File: src/design/mt64_pkg.sv
// shared types and constants for the 64-bit mersenne twister generator
// no dependencies
package mt64_pkg;

    localparam int STATE_WORDS  = 312;
    localparam int SHIFT_OFFSET = 156;
    localparam int ADDR_W       = $clog2(STATE_WORDS);
    localparam int WORD_W       = 64;

    localparam logic [63:0] TWIST_MATRIX = 64'hB5026F5AA96619E9;
    localparam logic [63:0] UPPER_BITS   = 64'hFFFFFFFF80000000;
    localparam logic [63:0] LOWER_BITS   = 64'h000000007FFFFFFF;
    localparam logic [63:0] TEMPER_D     = 64'h5555555555555555;
    localparam logic [63:0] TEMPER_B     = 64'h71D67FFFEDA60000;
    localparam logic [63:0] TEMPER_C     = 64'hFFF7EEE000000000;
    localparam logic [63:0] INIT_MULT    = 64'd6364136223846793005;

    localparam logic OP_SEED = 1'b0;
    localparam logic OP_DRAW = 1'b1;

    typedef enum logic [1:0] {
        K_SEED = 2'd0,
        K_DRAW = 2'd1,
        K_NULL = 2'd2
    } t_kind;

    typedef struct packed {
        t_kind       kind;
        logic [63:0] seed;
    } t_cmd;

endpackage

File: src/design/mt64_if.sv
// item channels of the generator: command in, result out
// depends on nothing
interface mt64_in_if;
    logic        valid;
    logic        ready;
    logic        opcode;
    logic [63:0] seed_value;
    modport source(output valid, output opcode, output seed_value, input ready);
    modport sink(input valid, input opcode, input seed_value, output ready);
endinterface


File: src/design/mt64_front.sv
// front end: accepts commands, classifies them, queues them for the back end
// depends on mt64_pkg and mt64_in_if
module mt64_front
    import mt64_pkg::*;
(
    input  logic       i_clk,
    input  logic       i_rst_n,
    mt64_in_if.sink    i_cmd,
    output logic       o_q_valid,
    output t_cmd       o_q_cmd,
    input  logic       i_q_pop
);
    t_cmd       r_q [2];
    logic       r_wr_ptr, r_rd_ptr;
    logic [1:0] r_count;
    logic       r_seeded;
    logic       w_push;
    t_cmd       w_cmd;

    assign i_cmd.ready = (r_count != 2'd2);
    assign w_push      = i_cmd.valid && i_cmd.ready;
    assign o_q_valid   = (r_count != 2'd0);
    assign o_q_cmd     = r_q[r_rd_ptr];

    always_comb begin
        w_cmd.seed = i_cmd.seed_value;
        if (i_cmd.opcode == OP_SEED) begin
            w_cmd.kind = K_SEED;
        end else if (r_seeded) begin
            w_cmd.kind = K_DRAW;
        end else begin
            w_cmd.kind = K_NULL;
        end
    end

    always_ff @(posedge i_clk) begin
        if (w_push) begin
            r_q[r_wr_ptr] <= w_cmd;
        end
        if (!i_rst_n) begin
            r_wr_ptr <= 1'b0;
            r_rd_ptr <= 1'b0;
            r_count  <= 2'd0;
            r_seeded <= 1'b0;
        end else begin
            if (w_push) begin
                r_wr_ptr <= !r_wr_ptr;
                if (i_cmd.opcode == OP_SEED) begin
                    r_seeded <= 1'b1;
                end
            end
            if (i_q_pop) begin
                r_rd_ptr <= !r_rd_ptr;
            end
            r_count <= r_count + 2'(w_push) - 2'(i_q_pop);
        end
    end
endmodule

File: src/flat_wrapper.sv
// flat-port wrapper written by rule: the top's interface ports become plain ports
module mt64_front_flat import mt64_pkg::*;
  (i_clk, i_rst_n, o_q_valid, o_q_cmd, i_q_pop, i_cmd_valid, i_cmd_opcode, i_cmd_seed_value, i_cmd_ready);
  mt64_in_if i_cmd_i ();
  input  logic i_clk;
  input  logic i_rst_n;
  output logic o_q_valid;
  output t_cmd o_q_cmd;
  input  logic i_q_pop;
  input wire logic [$bits(i_cmd_i.valid)-1:0] i_cmd_valid;
  input wire logic [$bits(i_cmd_i.opcode)-1:0] i_cmd_opcode;
  input wire logic [$bits(i_cmd_i.seed_value)-1:0] i_cmd_seed_value;
  output wire logic [$bits(i_cmd_i.ready)-1:0] i_cmd_ready;
  assign i_cmd_i.valid = i_cmd_valid;
  assign i_cmd_i.opcode = i_cmd_opcode;
  assign i_cmd_i.seed_value = i_cmd_seed_value;
  assign i_cmd_ready = i_cmd_i.ready;
  mt64_front u_core (.i_clk(i_clk), .i_rst_n(i_rst_n), .i_cmd(i_cmd_i), .o_q_valid(o_q_valid), .o_q_cmd(o_q_cmd), .i_q_pop(i_q_pop));
endmodule
File: config.mk
export PLATFORM = sky130hd
export DESIGN_NAME = mt64_front_flat
export DESIGN_NICKNAME = d
export VERILOG_FILES = /design/src/design/mt64_pkg.sv /design/src/design/mt64_if.sv /design/src/design/mt64_front.sv /design/src/flat_wrapper.sv
export SDC_FILE = /design/constraint.sdc
export NUM_CORES = 1
export LEC_CHECK = 0
export ABC_AREA = 1
export BUFFER_PORTS_ARGS = -buffer_cell sky130_fd_sc_hd__buf_2
export CORE_MARGIN = 1
export CORE_UTILIZATION = 56
export DETAILED_ROUTE_END_ITERATION = 8
export GPL_ROUTABILITY_DRIVEN = 0
export PLACE_DENSITY = 0.9
export SYNTH_ARGS = -nofsm -noshare
export SYNTH_HDL_FRONTEND = slang
export SYNTH_SLANG_ARGS = --single-unit
File: constraint.sdc
create_clock -name i_clk -period 7.9 [get_ports i_clk]
set_input_delay 0.395 -clock i_clk [delete_from_list [all_inputs] [get_ports i_clk]]
set_output_delay 0.395 -clock i_clk [all_outputs]
set_load 0.005 [all_outputs]
### Word level (Yosys, flattened, before mapping)

Memories as Yosys holds them, arrays and structs flattened. A register that Yosys moved wholly into a read port is not among the register bits.
Index checks and enable logic that the tools add are counted.

* $add $sub $neg: 2
* eq/ne operators: 1
* multiplexer cells: 6
* bitwise logic cells: 1
* reduce and logical (&&, ||, !) cells: 5

Operators by type and width (number)
* $mux W1: 4
* $mux W2: 2
* $add A2 B1 Y2: 1
* $logic_not A1 Y1: 2
* $ne A2 B2 Y1 const B: 1
* $reduce_and A2 Y1: 1
* $reduce_bool A2 Y1: 1
* $sub A2 B1 Y2: 1
* $logic_and A1 B1 Y1: 1
* $not A1 Y1: 1

* register bits: 5
* RAM bits: 132
* bits of input ports: 69
* output and inout port bits: 68
* word-level logic and storage cells: 20
* memories: 1

Memories
* u_core.r_q: words 2, bits a word 66, rd ports 1, clocked after memory_dff 1, write ports 1, line mt64_front.sv:13 `t_cmd r_q [2];`

### Depth between registers and ports, before layout

* word-level depth: 4
* gate-level depth with buffers: 8
* depth with buffers taken out: 8

### Worst setup path after synthesis

OpenSTA, ideal clock, no wires.

* path kind: register to register
* start: register u_core.r_count[0]
* end: memory u_core.r_q[0][0] (netlist name) (enable)
* setup time: 0.490 ns
* arrival time: 3.320 ns
* data required time: 7.410 ns
* path slack: 4.090 ns
* cell stages (with the launch flop): 5
* buffers on the path: 0
* period minus slack after synthesis: 3.810 ns
* cells stage by stage: dfxtp_1 -> inv_1 -> nand2_1 -> nand2_1 -> nor2_1

* word-level cells in the longest chain between the ends: 4

RTL lines
* start: declaration: line mt64_front.sv:15 `logic [1:0] r_count;`
* start signal: assignment: line mt64_front.sv:55 `r_count <= r_count + 2'(w_push) - 2'(i_q_pop);`
* $ne A2 B2 Y1: line mt64_front.sv:20 `assign i_cmd.ready = (r_count != 2'd2);`
* named net i_cmd_ready: line flat_wrapper.sv:13 `output wire logic [$bits(i_cmd_i.ready)-1:0] i_cmd_ready;`
* $logic_and A1 B1 Y1: line mt64_front.sv:21 `assign w_push = i_cmd.valid && i_cmd.ready;`
* $mux W1: line mt64_front.sv:37 `if (w_push) begin`
* $mux W1 (not written as such): line mt64_front.sv:38 `r_q[r_wr_ptr] <= w_cmd;`
* end: declaration: line mt64_front.sv:13

The timed path passes the listed nets, and every way through them passes these cells.

==> impl_metrics.py <==
metrics = {
    "route": {
        "first_pass_iters": 7,
        "ant_nets": 0,
        "drc": 9,
        "viasPerCell": 5.14,
        "vias": 2670,
        "drt_iter0_markers": 163,
        "wl_um": 8860,
        "post_drt_wl_per_cell_um": 17.1,
    },
    "status": {
        "violations": "design-rule violations",
        "status": "complete, but fails checks",
    },
    "timing": {
        "max_freq_mhz": 392,
        "setup_ws_ns": 5.35,
        "finalHoldViolCount": 0,
        "worstMarginPinSlew_ns": 1.07,
        "setup_violations": 0,
        "holdWs_ns": 0.0784,
        "timing.final.crit_share_pct": 32.3,
        "drv_slew": 0,
        "fin_crit_ns": 2.55,
        "slew_headroom_pct": 28.6,
        "rsz0062_at_grt": "false",
        "tns_ns": 0,
        "skew_ns": 0.0170,
    },
    "final_layout": {
        "multiInputGateArea_um2": 1030,
        "fill_cells": 532,
        "drive_gt1_share_pct": 57.9,
        "register_area_um2": 4090,
        "final_cells": 519,
        "finalInstanceArea_um2": 6620,
        "nNetsFinal": 468,
        "area_growth_pct": 27.4,
        "num_antenna_cells": 0,
    },
    "setup_path": {
        "critPathCapture": "o_q_cmd[14]",
        "critPathArrivalTime_ns": 2.16,
        "cp-start-kind": "flip-flop",
        "path_class": "flip-flop to primary output",
        "r2r-end": "u_core.r_q[1][15]$_DFFE_PP_",
        "required_ns": 7.51,
        "rrSetupSlack_ns": 5.47,
        "reg2reg_depth": 5,
        "worstReg2RegStart": "u_core.r_count[0]$_SDFF_PN0_",
        "path_max_fanout": 66,
        "endpoint_kind": "primary output",
    },
    "yosys": {
        "ys_types": 13,
        "synthXorXnorAreaFrac_pct": 0,
        "yosys-top-cells-area": "edfxtp_1 76%, mux2_4 12%, mux2_2 5.6%",
        "seq_area_frac_synth_pct": 78.6,
        "synth_fa_ha_area_share_pct": 0.241,
        "ys.flop_type": "edfxtp_1",
        "synth.most_common_cell": "edfxtp_1",
        "synthCells": 248,
        "synth_enable_flop_cells": 132,
        "synth_compound_area_share_pct": 0.289,
        "synthArstFlopShare_pct": 0,
        "synth_top_family_by_area": "multiplexers",
        "synth_area_um2": 5200,
        "synth_top_cell_area_share_pct": 76.3,
        "synthMuxAreaShare_pct": 17.2,
        "yosys-top-cells-count": "132 x edfxtp_1, 40 x mux2_4, 26 x mux2_2",
        "ys_warn_count": 0,
        "synth_nets": 318,
        "yosys.area.top_type": "edfxtp_1",
        "ys_seq_elements": 138,
        "syn_area_per_cell_um2": 21.0,
        "synth-simple-area-share_pct": 1.83,
    },
    "floorplan": {
        "die_area_um2": 9670,
        "die_y_um": 98.3,
        "coreArea_um2": 8850,
        "die_x_um": 98.3,
        "initial_core_util_pct": 58.7,
        "num_rows": 34,
        "io_pins": 137,
    },
    "placed_design": {
        "place_ws_ns": 5.46,
        "dpl-instance-area_um2": 5980,
        "place_inst": 487,
        "port_buffers": 136,
        "dpl.hpwl_um": 5670,
    },
    "power_and_ir_drop": {
        "pwr-share-clk_pct": 43.7,
        "seqPwrFrac_pct": 47.0,
        "max-vdd-ir-drop_v": 0.000188,
        "pwr_density_cell_nw_per_um2": 288,
        "power_frac_comb_pct": 9.3,
        "swShare_pct": 20.8,
        "intPower_uw": 1510,
        "leakage_uw": 0.00264,
        "p_switching_uw": 396,
    },
    "clock_network": {
        "cts_setup_buffers": 0,
        "root_buffer": "clkbuf_8",
        "cts_buffers": 17,
        "ctsResizeCount": 0,
        "path_clk_slew_ns": 0.06,
        "clkLatencyLatePin_ns": 0.50,
        "h-tree-depth": 4,
        "postCtsHoldBufs": 0,
        "clock_path_buffers": 2,
        "cts_tree": "done",
        "numClockSinks": 138,
    },
    "grt": {
        "antenna_found_initial": 0,
        "grt_usage_pct": 19.1,
        "grt_max_degree": 67,
        "grt_pass1_wl_um": 13600,
        "overflow": 0,
        "grt_pass1_vias": 2688,
    },
    "run": {
        "cap_violations": 0,
    },
    "hold_path": {
        "min_path_type": "input port to flip-flop",
    },
}
## cells by family (layout without fill, tap and decap cells)
group / count (synthesis) / count (layout)
and+or+nand+nor: 25 / 25
buffers and inverters: 15 / 178
adders and majority gates: 1 / 1
AOI/OAI and AO/OA: 3 / 3
muxes: 66 / 66
DFF: 138 / 138
## how the worst min path moves through the flow
stage	depth (start not counted)	endpoint	start	slack, ns
after floorplan	2	flip-flop	u_core.r_rd_ptr$_SDFFE_PN0P_	0.46
after global placement	2	u_core.r_rd_ptr$_SDFFE_PN0P_	u_core.r_rd_ptr$_SDFFE_PN0P_	0.48
after detailed placement	2	u_core.r_seeded$_SDFFE_PN0P_	u_core.r_seeded$_SDFFE_PN0P_	0.51
after CTS	1	u_core.r_q[0][11]$_DFFE_PP_	i_cmd_seed_value[11]	0.05
after global routing	1	u_core.r_q[0][38]$_DFFE_PP_	i_cmd_seed_value[38]	0.05
final	1	u_core.r_q[1][58]$_DFFE_PP_	i_cmd_seed_value[58]	0.08
## sequential cells by signal, summed over array words and instances, names as in the netlist, named ones only
name	cells
u_core.r_wr_ptr	1
u_core.r_q	132
u_core.r_rd_ptr	1
u_core.r_count	2
u_core.r_seeded	1
## power by group through the flow
| stage | sequential, µW | combinational, µW | clock (µW) |
|---|---|---|---|
| finish | 897 | 176 | 834 |
| global route | 902 | 191 | 877 |
| CTS | 898 | 179 | 849 |
| detailed placement | 912 | 178 | 0 |
| global placement | 908 | 172 | 0 |
| floorplan | 900 | 110 | 0 |
## worst max-delay path, cell delays in order, from the launching register on
cell	delay (ns)
dfxtp_4	1.04
mux2_2	0.44
buf_2	0.13
## through the flow
step,total power [µW],utilization (%)
5_1_grt,1970,74.8
3_5_place_dp,1090,67.6
4_1_cts,1930,74.8
3_3_place_gp,1080,67.6
2_1_floorplan,1010,-
6_report,1910,74.8
## placed cells by master (no fill, tap or decap), types with 2 or more instances in the layout
cell type and count:
nor2_1 10, mux2_4 40, o21ai_0 2, clkinv_4 4, dfxtp_1 5, clkbuf_16 16
edfxtp_1 132, nand2_1 12, mux2_2 26, inv_1 8, buf_4 2, bufinv_16 5
buf_2 136, nor2_4 2, clkinvlp_4 3
## per-layer routing
layer / GRT usage (%) / wire, µm / up-vias
met5: 0 / 0 / -
met4: 7.23 / 92 / 0
met3: 6.94 / 627 / 8
met2: 31.9 / 4600 / 111
met1: 22.8 / 3540 / 1289
li1: - / - / 1262
## cell type report
class                      instances  area share, %
sequential                       138           61.8
inverter                           8          0.454
timing repair buffer             138           10.5
tap                              108           2.04
clock inverter                    14           3.35
multi-input combinational         95           15.6
clock buffer                      18           6.31
Power figures use the tool's default switching activity.
